**config.mk**
```make
export PLATFORM = sky130hd
export DESIGN_NAME = polar_go_to_goal_controller
export DESIGN_NICKNAME = d
export VERILOG_FILES = /design/src/hdl/pgc_pkg.sv /design/src/hdl/polar_go_to_goal_controller.sv /design/src/hdl/pgc_mult.sv /design/src/hdl/pgc_cordic.sv
export SDC_FILE = /design/constraint.sdc
export NUM_CORES = 2
export LEC_CHECK = 0
export ABC_AREA = 1
export BUFFER_PORTS_ARGS = -buffer_cell sky130_fd_sc_hd__buf_2
export CORE_UTILIZATION = 60
export DETAILED_ROUTE_END_ITERATION = 16
export PLACE_DENSITY_LB_ADDON = 0.3
export SYNTH_ARGS = -nofsm -noshare
export SYNTH_HDL_FRONTEND = slang
export SYNTH_SLANG_ARGS = --single-unit
export TNS_END_PERCENT = 1
```
**constraint.sdc**
```tcl
create_clock -name clk_i -period 24.3 [get_ports clk_i]
set_input_delay 4.86 -clock clk_i [delete_from_list [all_inputs] [get_ports clk_i]]
set_output_delay 4.86 -clock clk_i [all_outputs]
set_load 0.03 [all_outputs]
```
**src/hdl/pgc_pkg.sv**
```systemverilog
`default_nettype none
package pgc_pkg;

  // Datapath widths.
  localparam int unsigned POS_W    = 32;
  localparam int unsigned HEAD_W   = 16;
  localparam int unsigned GAIN_W   = 16;
  localparam int unsigned DIFF_W   = 33;
  localparam int unsigned MAG_W    = 36;
  localparam int unsigned MUL_B_W  = 18;
  localparam int unsigned PROD_W   = 54;
  localparam int unsigned Z_W      = 25;
  localparam int unsigned LAMBDA_W = 17;
  localparam int unsigned ANG_W    = 18;
  localparam int unsigned RHO_W    = 34;
  localparam int unsigned RAW_W    = 24;
  localparam int unsigned RATE_W   = 16;
  localparam int unsigned CFG_IDX_W  = 3;
  localparam int unsigned CFG_DATA_W = 32;

  // Angles in Q3.13, CORDIC angle in Q3.21.
  localparam logic signed [ANG_W-1:0]  PI_Q13      = 18'sd25736;
  localparam logic signed [ANG_W-1:0]  NEG_PI_Q13  = -18'sd25736;
  localparam logic signed [ANG_W-1:0]  TWO_PI_Q13  = 18'sd51472;
  localparam logic signed [ANG_W-1:0]  STOP_ANGLE  = 18'sd715;
  localparam logic signed [Z_W-1:0]    HALF_PI_Q21 = 25'sd3294199;
  localparam logic signed [Z_W-1:0]    Z_ROUND     = 25'sd128;
  localparam logic [Z_W-1:0]           Z_ONE       = 25'd1;
  localparam logic signed [RAW_W-1:0]  RATE_MAX    = 24'sd6434;
  localparam logic signed [RAW_W-1:0]  RATE_MIN    = -24'sd32768;
  localparam logic signed [MUL_B_W-1:0] INV_GAIN_Q16 = 18'sd39797;
  localparam logic signed [PROD_W-1:0] ROUND_Q16   = 54'sd32768;
  localparam logic signed [PROD_W-1:0] ROUND_Q12   = 54'sd2048;
  localparam logic [RHO_W-1:0]         STOP_RHO    = 34'd13107;

  // Register reset values.
  localparam logic signed [GAIN_W-1:0] GAIN_DISTANCE_RST      = 16'sd2048;
  localparam logic signed [GAIN_W-1:0] GAIN_BEARING_RST       = 16'sd6144;
  localparam logic signed [GAIN_W-1:0] GAIN_FINAL_HEADING_RST = -16'sd2458;
  localparam logic signed [POS_W-1:0]  FIXED_SPEED_RST        = 32'sd6554;

  typedef enum logic [1:0] {
    ACT_ROBOT_POSE = 2'd0,
    ACT_GOAL_POSE  = 2'd1,
    ACT_TICK       = 2'd2
  } action_e;

  typedef enum logic [CFG_IDX_W-1:0] {
    CFG_GAIN_DISTANCE      = 3'd0,
    CFG_GAIN_BEARING       = 3'd1,
    CFG_GAIN_FINAL_HEADING = 3'd2,
    CFG_REVERSE_MODE       = 3'd3,
    CFG_FIXED_SPEED_MODE   = 3'd4,
    CFG_FIXED_SPEED        = 3'd5
  } cfg_idx_e;

  typedef enum logic [3:0] {
    S_IDLE,
    S_CORDIC,
    S_RHO,
    S_ROUND,
    S_SPEED,
    S_ALPHA,
    S_BETA,
    S_RATE,
    S_WRITE
  } state_e;

  // Elementary rotation angles atan(2^-i) in Q3.21.
  function automatic logic signed [Z_W-1:0] atan_q21(input logic [5:0] idx);
    logic signed [Z_W-1:0] r;
    r = '0;
    case (idx)
      6'd0: r = 25'sd1647099;
      6'd1: r = 25'sd972340;
      6'd2: r = 25'sd513757;
      6'd3: r = 25'sd260791;
      6'd4: r = 25'sd130902;
      6'd5: r = 25'sd65515;
      6'd6: r = 25'sd32765;
      default: begin
        if (idx <= 6'd21) begin
          r = $signed(Z_ONE << (6'd21 - idx));
        end
      end
    endcase
    return r;
  endfunction

  // One correction step is enough for every angle difference this block forms.
  function automatic logic signed [ANG_W-1:0] wrap_angle(input logic signed [ANG_W-1:0] a);
    logic signed [ANG_W-1:0] r;
    if (a > PI_Q13) begin
      r = a - TWO_PI_Q13;
    end else if (a < NEG_PI_Q13) begin
      r = a + TWO_PI_Q13;
    end else begin
      r = a;
    end
    return r;
  endfunction

endpackage
`default_nettype wire

```
**src/hdl/polar_go_to_goal_controller.sv**
```systemverilog
`default_nettype none
// Go-to-goal pose controller for a unicycle robot, in polar coordinates.
// Input channel (in_valid_i / in_stall_o): one transaction per item; action selects
// a robot pose update, a goal pose update or a control tick. Only ticks produce an
// output transaction (out_valid_o / out_stall_i) with speed and angular rate.
// Pose and goal updates can be sent back to back.
// A tick with no active goal goes to the write step, which loads an all-zero result
// into the output register. A tick with an active goal runs one CORDIC vectoring
// pass on the add/shift unit, then seven steps that issue four products on one
// shared registered multiplier, round, saturate and load the output register.
// in_stall_o is high until the block is idle again, so a new item is not taken
// while a tick is in progress.
// The result sits in an output register; while the receiver stalls it holds, the
// block may accept pose updates, and a following tick waits at its final step until
// the output register is free.
// Configuration writes (cfg_we_i, cfg_index_i, cfg_data_i) take effect at the clock
// edge and are to be issued only while the block is idle.
// Reset clears the poses, drops the active goal, restores the register defaults
// and empties the output register.
module polar_go_to_goal_controller
  import pgc_pkg::*;
#(
  parameter int unsigned CORDIC_STEPS = 16
) (
  input  logic                      clk_i,
  input  logic                      rst_ni,
  input  logic                      cfg_we_i,
  input  logic [CFG_IDX_W-1:0]      cfg_index_i,
  input  logic [CFG_DATA_W-1:0]     cfg_data_i,
  input  logic                      in_valid_i,
  output logic                      in_stall_o,
  input  logic [1:0]                action_i,
  input  logic signed [POS_W-1:0]   pos_x_i,
  input  logic signed [POS_W-1:0]   pos_y_i,
  input  logic signed [HEAD_W-1:0]  heading_i,
  output logic                      out_valid_o,
  input  logic                      out_stall_i,
  output logic signed [POS_W-1:0]   linear_speed_o,
  output logic signed [RATE_W-1:0]  angular_rate_o,
  output logic                      goal_reached_o,
  output logic                      goal_active_o
);

  // Configuration registers.
  logic signed [GAIN_W-1:0] gain_distance_q, gain_bearing_q, gain_final_heading_q;
  logic                     reverse_mode_q, fixed_speed_mode_q;
  logic signed [POS_W-1:0]  fixed_speed_q;

  // Architectural state.
  logic signed [POS_W-1:0]  robot_x_q, robot_x_d, robot_y_q, robot_y_d;
  logic signed [POS_W-1:0]  goal_x_q, goal_x_d, goal_y_q, goal_y_d;
  logic signed [HEAD_W-1:0] robot_heading_q, robot_heading_d;
  logic signed [HEAD_W-1:0] goal_heading_q, goal_heading_d;
  logic                     goal_pending_q, goal_pending_d;

  state_e state_q, state_d;

  // Working registers of one tick.
  logic                     active_q, active_d;
  logic signed [ANG_W-1:0]  alpha_q, alpha_d, beta_q, beta_d, dtheta_q, dtheta_d;
  logic                     neg_q, neg_d;
  logic [RHO_W-1:0]         rho_q, rho_d;
  logic signed [POS_W-1:0]  speed_q, speed_d;
  logic signed [PROD_W-1:0] acc_q, acc_d;
  logic signed [RAW_W-1:0]  raw_q, raw_d;

  // Output register.
  logic                     out_valid_q, out_valid_d;
  logic signed [POS_W-1:0]  out_speed_q, out_speed_d;
  logic signed [RATE_W-1:0] out_rate_q, out_rate_d;
  logic                     out_reached_q, out_reached_d, out_active_q, out_active_d;

  // Shared units.
  logic                       cordic_start;
  logic signed [DIFF_W-1:0]   dx, dy;
  logic                       cordic_done;
  logic signed [MAG_W-1:0]    cordic_mag;
  logic signed [LAMBDA_W-1:0] lambda;
  logic signed [MAG_W-1:0]    mul_a;
  logic signed [MUL_B_W-1:0]  mul_b;
  logic signed [PROD_W-1:0]   mul_p;

  // Intermediate values.
  logic                       in_accept, out_free, reached;
  logic signed [ANG_W-1:0]    alpha_raw, dtheta_raw, dtheta_wrap;
  logic signed [PROD_W-1:0]   rho_sum, speed_sum, speed_sh, rate_sum, rate_sh;
  logic [PROD_W-32:0]         speed_top;
  logic signed [RAW_W-1:0]    rate_n;
  logic signed [RATE_W-1:0]   rate_sat;

  assign in_accept = in_valid_i && !in_stall_o;
  assign in_stall_o = (state_q != S_IDLE);
  assign out_free  = !out_valid_q || !out_stall_i;

  assign dx = DIFF_W'(goal_x_q) - DIFF_W'(robot_x_q);
  assign dy = DIFF_W'(goal_y_q) - DIFF_W'(robot_y_q);

  pgc_cordic #(
    .STEPS(CORDIC_STEPS)
  ) u_cordic (
    .clk_i   (clk_i),
    .rst_ni  (rst_ni),
    .start_i (cordic_start),
    .dx_i    (dx),
    .dy_i    (dy),
    .done_o  (cordic_done),
    .mag_o   (cordic_mag),
    .lambda_o(lambda)
  );

  pgc_mult u_mult (
    .clk_i(clk_i),
    .a_i  (mul_a),
    .b_i  (mul_b),
    .p_o  (mul_p)
  );

  // Angle terms, taken once the CORDIC pass has finished.
  assign alpha_raw   = ANG_W'(lambda) - ANG_W'(robot_heading_q);
  assign dtheta_raw  = ANG_W'(robot_heading_q) - ANG_W'(goal_heading_q);
  assign dtheta_wrap = wrap_angle(dtheta_raw);

  assign rho_sum   = mul_p + ROUND_Q16;
  assign speed_sum = mul_p + ROUND_Q12;
  assign speed_sh  = speed_sum >>> 12;
  assign speed_top = speed_sh[PROD_W-1:31];
  assign rate_sum  = (reverse_mode_q ? acc_q : acc_q + mul_p) + ROUND_Q12;
  assign rate_sh   = rate_sum >>> 12;

  assign rate_n = neg_q ? -raw_q : raw_q;
  always_comb begin
    if (rate_n > RATE_MAX) begin
      rate_sat = RATE_W'(RATE_MAX);
    end else if (rate_n < RATE_MIN) begin
      rate_sat = RATE_W'(RATE_MIN);
    end else begin
      rate_sat = RATE_W'(rate_n);
    end
  end

  assign reached = active_q && (rho_q < STOP_RHO) && (dtheta_q < STOP_ANGLE);

  // Operand selection for the shared multiplier.
  always_comb begin
    mul_a = '0;
    mul_b = '0;
    unique case (state_q)
      S_RHO: begin
        mul_a = cordic_mag;
        mul_b = INV_GAIN_Q16;
      end
      S_SPEED: begin
        mul_a = $signed(MAG_W'(rho_q));
        mul_b = MUL_B_W'(gain_distance_q);
      end
      S_ALPHA: begin
        mul_a = MAG_W'(alpha_q);
        mul_b = MUL_B_W'(gain_bearing_q);
      end
      S_BETA: begin
        mul_a = MAG_W'(beta_q);
        mul_b = MUL_B_W'(gain_final_heading_q);
      end
      default: begin
        mul_a = '0;
        mul_b = '0;
      end
    endcase
  end

  // Sequencer.
  always_comb begin
    state_d         = state_q;
    robot_x_d       = robot_x_q;
    robot_y_d       = robot_y_q;
    robot_heading_d = robot_heading_q;
    goal_x_d        = goal_x_q;
    goal_y_d        = goal_y_q;
    goal_heading_d  = goal_heading_q;
    goal_pending_d  = goal_pending_q;
    active_d        = active_q;
    alpha_d         = alpha_q;
    beta_d          = beta_q;
    dtheta_d        = dtheta_q;
    neg_d           = neg_q;
    rho_d           = rho_q;
    speed_d         = speed_q;
    acc_d           = acc_q;
    raw_d           = raw_q;
    cordic_start    = 1'b0;
    out_valid_d     = out_valid_q && out_stall_i;
    out_speed_d     = out_speed_q;
    out_rate_d      = out_rate_q;
    out_reached_d   = out_reached_q;
    out_active_d    = out_active_q;

    unique case (state_q)
      S_IDLE: begin
        if (in_accept) begin
          unique case (action_e'(action_i))
            ACT_ROBOT_POSE: begin
              robot_x_d       = pos_x_i;
              robot_y_d       = pos_y_i;
              robot_heading_d = heading_i;
            end
            ACT_GOAL_POSE: begin
              goal_x_d       = pos_x_i;
              goal_y_d       = pos_y_i;
              goal_heading_d = heading_i;
              goal_pending_d = 1'b1;
            end
            ACT_TICK: begin
              active_d = goal_pending_q;
              if (goal_pending_q) begin
                cordic_start = 1'b1;
                state_d      = S_CORDIC;
              end else begin
                state_d = S_WRITE;
              end
            end
            default: ;
          endcase
        end
      end
      S_CORDIC: begin
        if (cordic_done) begin
          state_d = S_RHO;
        end
      end
      S_RHO: begin
        alpha_d  = wrap_angle(alpha_raw);
        beta_d   = ANG_W'(goal_heading_q) - ANG_W'(lambda);
        dtheta_d = (dtheta_wrap < 0) ? -dtheta_wrap : dtheta_wrap;
        neg_d    = reverse_mode_q && !(lambda > LAMBDA_W'(goal_heading_q));
        state_d  = S_ROUND;
      end
      S_ROUND: begin
        rho_d   = rho_sum[RHO_W+15:16];
        state_d = S_SPEED;
      end
      S_SPEED: begin
        state_d = S_ALPHA;
      end
      S_ALPHA: begin
        if (fixed_speed_mode_q) begin
          speed_d = fixed_speed_q;
        end else if ((&speed_top) || !(|speed_top)) begin
          speed_d = speed_sh[POS_W-1:0];
        end else begin
          speed_d = speed_top[PROD_W-32] ? {1'b1, {(POS_W-1){1'b0}}}
                                         : {1'b0, {(POS_W-1){1'b1}}};
        end
        state_d = S_BETA;
      end
      S_BETA: begin
        acc_d   = mul_p;
        state_d = S_RATE;
      end
      S_RATE: begin
        raw_d   = rate_sh[RAW_W-1:0];
        state_d = S_WRITE;
      end
      S_WRITE: begin
        if (out_free) begin
          out_valid_d   = 1'b1;
          out_speed_d   = active_q ? speed_q : '0;
          out_rate_d    = active_q ? rate_sat : '0;
          out_reached_d = reached;
          out_active_d  = active_q;
          if (reached) begin
            goal_pending_d = 1'b0;
          end
          state_d = S_IDLE;
        end
      end
      default: begin
        state_d = S_IDLE;
      end
    endcase
  end

  always_ff @(posedge clk_i or negedge rst_ni) begin
    if (!rst_ni) begin
      state_q         <= S_IDLE;
      robot_x_q       <= '0;
      robot_y_q       <= '0;
      robot_heading_q <= '0;
      goal_x_q        <= '0;
      goal_y_q        <= '0;
      goal_heading_q  <= '0;
      goal_pending_q  <= 1'b0;
      active_q        <= 1'b0;
      out_valid_q     <= 1'b0;
    end else begin
      state_q         <= state_d;
      robot_x_q       <= robot_x_d;
      robot_y_q       <= robot_y_d;
      robot_heading_q <= robot_heading_d;
      goal_x_q        <= goal_x_d;
      goal_y_q        <= goal_y_d;
      goal_heading_q  <= goal_heading_d;
      goal_pending_q  <= goal_pending_d;
      active_q        <= active_d;
      out_valid_q     <= out_valid_d;
    end
  end

  always_ff @(posedge clk_i) begin
    alpha_q       <= alpha_d;
    beta_q        <= beta_d;
    dtheta_q      <= dtheta_d;
    neg_q         <= neg_d;
    rho_q         <= rho_d;
    speed_q       <= speed_d;
    acc_q         <= acc_d;
    raw_q         <= raw_d;
    out_speed_q   <= out_speed_d;
    out_rate_q    <= out_rate_d;
    out_reached_q <= out_reached_d;
    out_active_q  <= out_active_d;
  end

  // Configuration port; indexes past the list are dropped.
  always_ff @(posedge clk_i or negedge rst_ni) begin
    if (!rst_ni) begin
      gain_distance_q      <= GAIN_DISTANCE_RST;
      gain_bearing_q       <= GAIN_BEARING_RST;
      gain_final_heading_q <= GAIN_FINAL_HEADING_RST;
      reverse_mode_q       <= 1'b0;
      fixed_speed_mode_q   <= 1'b0;
      fixed_speed_q        <= FIXED_SPEED_RST;
    end else if (cfg_we_i) begin
      unique case (cfg_idx_e'(cfg_index_i))
        CFG_GAIN_DISTANCE:      gain_distance_q      <= cfg_data_i[GAIN_W-1:0];
        CFG_GAIN_BEARING:       gain_bearing_q       <= cfg_data_i[GAIN_W-1:0];
        CFG_GAIN_FINAL_HEADING: gain_final_heading_q <= cfg_data_i[GAIN_W-1:0];
        CFG_REVERSE_MODE:       reverse_mode_q       <= cfg_data_i[0];
        CFG_FIXED_SPEED_MODE:   fixed_speed_mode_q   <= cfg_data_i[0];
        CFG_FIXED_SPEED:        fixed_speed_q        <= cfg_data_i;
        default: ;
      endcase
    end
  end

  assign out_valid_o    = out_valid_q;
  assign linear_speed_o = out_speed_q;
  assign angular_rate_o = out_rate_q;
  assign goal_reached_o = out_reached_q;
  assign goal_active_o  = out_active_q;

endmodule
`default_nettype wire

```
**src/hdl/pgc_mult.sv**
```systemverilog
`default_nettype none
module pgc_mult
  import pgc_pkg::*;
(
  input  logic                     clk_i,
  input  logic signed [MAG_W-1:0]   a_i,
  input  logic signed [MUL_B_W-1:0] b_i,
  output logic signed [PROD_W-1:0]  p_o
);

  logic signed [PROD_W-1:0] p_q;
  logic signed [PROD_W-1:0] p_d;

  assign p_d = PROD_W'(a_i) * PROD_W'(b_i);

  always_ff @(posedge clk_i) begin
    p_q <= p_d;
  end

  assign p_o = p_q;

endmodule
`default_nettype wire

```
**src/hdl/pgc_cordic.sv**
```systemverilog
`default_nettype none
module pgc_cordic
  import pgc_pkg::*;
#(
  parameter int unsigned STEPS = 16
) (
  input  logic                       clk_i,
  input  logic                       rst_ni,
  input  logic                       start_i,
  input  logic signed [DIFF_W-1:0]   dx_i,
  input  logic signed [DIFF_W-1:0]   dy_i,
  output logic                       done_o,
  output logic signed [MAG_W-1:0]    mag_o,
  output logic signed [LAMBDA_W-1:0] lambda_o
);

  localparam int unsigned CW = $clog2(STEPS);
  localparam logic [CW-1:0] LAST = CW'(STEPS - 1);

  logic signed [MAG_W-1:0] x_q, x_d, y_q, y_d, xs, ys, dx_ext, dy_ext;
  logic signed [Z_W-1:0]   z_q, z_d, z_rnd, atan_v;
  logic [CW-1:0]           cnt_q, cnt_d;
  logic                    run_q, run_d, done_q, done_d, zero_q, zero_d;

  assign dx_ext = MAG_W'(dx_i);
  assign dy_ext = MAG_W'(dy_i);
  assign xs     = x_q >>> cnt_q;
  assign ys     = y_q >>> cnt_q;
  assign atan_v = atan_q21(6'(cnt_q));

  always_comb begin
    x_d    = x_q;
    y_d    = y_q;
    z_d    = z_q;
    cnt_d  = cnt_q;
    run_d  = run_q;
    done_d = done_q;
    zero_d = zero_q;
    if (start_i) begin
      // Rotate the left half plane by a quarter turn so the loop converges.
      zero_d = (dx_i == '0) && (dy_i == '0);
      cnt_d  = '0;
      run_d  = 1'b1;
      done_d = 1'b0;
      if (dx_ext < 0) begin
        if (dy_ext >= 0) begin
          x_d = dy_ext;
          y_d = -dx_ext;
          z_d = HALF_PI_Q21;
        end else begin
          x_d = -dy_ext;
          y_d = dx_ext;
          z_d = -HALF_PI_Q21;
        end
      end else begin
        x_d = dx_ext;
        y_d = dy_ext;
        z_d = '0;
      end
    end else if (run_q) begin
      if (y_q >= 0) begin
        x_d = x_q + ys;
        y_d = y_q - xs;
        z_d = z_q + atan_v;
      end else begin
        x_d = x_q - ys;
        y_d = y_q + xs;
        z_d = z_q - atan_v;
      end
      if (cnt_q == LAST) begin
        run_d  = 1'b0;
        done_d = 1'b1;
      end else begin
        cnt_d = cnt_q + 1'b1;
      end
    end
  end

  always_ff @(posedge clk_i or negedge rst_ni) begin
    if (!rst_ni) begin
      cnt_q  <= '0;
      run_q  <= 1'b0;
      done_q <= 1'b0;
      zero_q <= 1'b0;
    end else begin
      cnt_q  <= cnt_d;
      run_q  <= run_d;
      done_q <= done_d;
      zero_q <= zero_d;
    end
  end

  always_ff @(posedge clk_i) begin
    x_q <= x_d;
    y_q <= y_d;
    z_q <= z_d;
  end

  assign z_rnd    = z_q + Z_ROUND;
  assign done_o   = done_q;
  assign mag_o    = x_q;
  assign lambda_o = zero_q ? '0 : $signed(z_rnd[Z_W-1:8]);

endmodule
`default_nettype wire

```
==> reports/metrics.csv <==
metric,value,unit
Worst-path clk slew,0.06,ns
FF-to-FF path depth,30,
Worst R2R End,u_mult.p_o[53]$_DFF_P_,
Layout area overhead,6.47,%
Routed WL,238000,um
Root Driver,clkbuf_16,
CP Class,flop to flop,
final core occ,64.5,%
Main synth FF type,edfxtp_1,
asr flop ratio synth,40.1,%
status,finished clean,
number of flops mapped to enable cells by yosys,328,
DRT Pass-1 Iters,7,
Starting Density,60.6,%
first-pass GRT wire length,367000,um
hold crit path type,flop to flop,
via count,67500,
top-count cell post-synth,nand2_1,
Iteration-0 DRC Markers,7384,
ANT nets after route,0,
Buffers on Ports,173,
DP HPWL,192000,um
Max clock buf depth,3,
Final Max Slew Viols,0,
initial antenna violation count,3,
crit path max-delay cell type,o21ai_0,
Placer Congestion,1.04,
H-tree Lvls,3,
die area,123000,sq um
setup bufs post-CTS,0,
syn avg cell area,7.32,sq um
"Remaining Overflow, GRT",0,
Final Instance Count excl. Fillers,11700,
Post-Syn Area,72900,sq um
share of the synthesized area in the top cell type,17.2,%
# clock sinks,638,
CTS resizes,0,
period utilization,41.6,%
Setup-failing EPs final,0,
CP startpoint,state_q[3]$_DFFE_PN0P_,
die height,351,um
Worst setup SP type,flop,
reg2reg start,state_q[3]$_DFFE_PN0P_,
# DRC,0,
core area,120000,sq um
Max Clock Freq,99.0,MHz
Total GRT Usage,38.7,%
Synth area leader,fa_1,
Worst EP arrival,10.67,ns
clock latency on the worst-skew pair,0.71,ns
crit end category,flop,
synth warn,0,
die width,351,um
CTS tree,done,
max_slew headroom,20.3,%
total negative slack,0,ns
Final Hold Vio Count,0,
setup ws final,14.19,ns
max cap viols,0,
Post-Route Skew,0.0424,ns
worst setup path endpoint,u_mult.p_o[53]$_DFF_P_,
RSZ-0062 raised after global routing,false,
layout cells sized above 1,5.48,%
slew at the pin with the worst max-slew slack,1.19,ns
CTS Hold Bufs,0,
Cells after Synth,9966,
I/O pin cnt,174,
worst path required time,24.87,ns
critical path peak fanout,67,
Num CTS Buffers,73,
Row Count,127,
CP peak stage delay,0.74,ns
R2R setup slack,14.19,ns
largest net degree at the start of global routing,117,
Yosys reg bits,638,
vias in the first global route,65100,
most instantiated cells after synthesis,"2427 x nand2_1, 1781 x inv_1, 1005 x nor2_1",
min Tclk post-route,10.11,ns
Vias per Instance,5.79,
dpl ws,14.60,ns
routed len/inst,20.4,um
sequential fraction of the synthesis area,23.8,%
main area contributors after synthesis,"fa_1 17%, edfxtp_1 14%, nand2_1 12%, inv_1 9.2%, dfrtp_1 8.1%",
Post-layout nets,11100,
placed cells,11500,
Yosys cell types,77,
how the worst min path moves through the flow:
stage	cells past startpoint	start	endpoint
after floorplan	0	u_mult.p_o[10]$_DFF_P_	acc_q[10]$_DFFE_PN_
after global placement	0	u_mult.p_o[9]$_DFF_P_	acc_q[9]$_DFFE_PN_
after detailed placement	0	u_mult.p_o[9]$_DFF_P_	acc_q[9]$_DFFE_PN_
after CTS	0	u_mult.p_o[5]$_DFF_P_	acc_q[5]$_DFFE_PN_
after global routing	0	u_mult.p_o[5]$_DFF_P_	acc_q[5]$_DFFE_PN_
final	0	u_mult.p_o[5]$_DFF_P_	acc_q[5]$_DFFE_PN_
layout make-up:
cell class	count	area, sq um
timing repair buffer	235	1340
fill	10800	42600
antenna	2	5.00
sequential	638	17400
multi-input combinational	7232	47600
inverter	1814	6810
clock inverter	36	343
tap	1612	2020
clock buffer	100	2170
cells by family after synthesis:
logic type / share of synthesized area [%]
buf+inv: 11.1
simple gates: 23.7
compound gates: 11.4
mux: 1.12
flops: 23.8
other cells: 0.00514
xor+xnor: 4.95
fa+ha+maj: 23.9
flip-flops by register name, summed over array words and instances, names as in the netlist, 18 cells and up:
register / flops
acc_q: 36
alpha_q: 18
beta_q: 18
dtheta_q: 18
fixed_speed_q: 32
goal_x_q: 32
goal_y_q: 32
linear_speed_o: 32
raw_q: 24
rho_q: 34
robot_x_q: 32
robot_y_q: 32
speed_q: 32
u_cordic.mag_o: 36
u_cordic.y_q: 36
u_cordic.z_q: 25
u_mult.p_o: 54
through the flow:
| step | hold slack [ns] | area [sq um] |
|---|---|---|
| after global placement | 0.421 | 75100 |
| after floorplan | 0.412 | 72900 |
| final | 0.431 | 77600 |
| after detailed placement | 0.426 | 75100 |
| after global routing | 0.442 | 77600 |
| after CTS | 0.438 | 77600 |
worst max-delay path: cells and delay by family, from the launching register on:
family	cells	cell delay, ns
adder cells (fa/ha/maj)	7	3.56
buffers and inverters	9	2.50
AND/OR/NAND/NOR	10	1.49
AO/OA/AOI/OAI	4	1.98
flip-flops	1	0.41
per-layer routing:
layer  GRT usage [%]  up-vias  wire length [um]
li1                -    31500                 -
met5               0        -                27
met3            8.97      659             23800
met4            20.0        4             14000
met1            51.3    32100             96200
met2            59.3     3303            104000
cells in the final DEF (no fill, tap or decap), types with 16 or more instances in the layout:
| cell | synthesis | layout |
|---|---|---|
| clkbuf_16 | 0 | 78 |
| ha_1 | 395 | 395 |
| o21ai_0 | 695 | 695 |
| o21ai_1 | 55 | 55 |
| dfrtp_1 | 236 | 235 |
| a31oi_1 | 35 | 35 |
| nand2_2 | 20 | 23 |
| xnor2_1 | 106 | 106 |
| a22o_1 | 29 | 29 |
| nand4_1 | 97 | 97 |
| or2_2 | 30 | 29 |
| mux2_2 | 16 | 16 |
| mux2i_1 | 62 | 62 |
| edfxtp_1 | 328 | 328 |
| dfstp_2 | 20 | 20 |
| dfxtp_1 | 54 | 54 |
| o211ai_1 | 41 | 41 |
| nor2_2 | 20 | 25 |
| buf_4 | 11 | 62 |
| inv_1 | 1781 | 1779 |
| a21oi_1 | 487 | 485 |
| nand3b_1 | 23 | 23 |
| nand3_1 | 420 | 419 |
| nor2_1 | 1005 | 996 |
| xor2_1 | 299 | 299 |
| clkinv_1 | 18 | 21 |
| nor3_1 | 94 | 90 |
| buf_2 | 24 | 172 |
| o21a_1 | 32 | 32 |
| fa_1 | 625 | 625 |
| nor4_1 | 28 | 28 |
| nand2_1 | 2427 | 2421 |
| o21bai_1 | 28 | 28 |
Power is left out: the tool's default activity adds up to more than one toggle a clock period on the data nets, which glitch-free logic cannot reach.
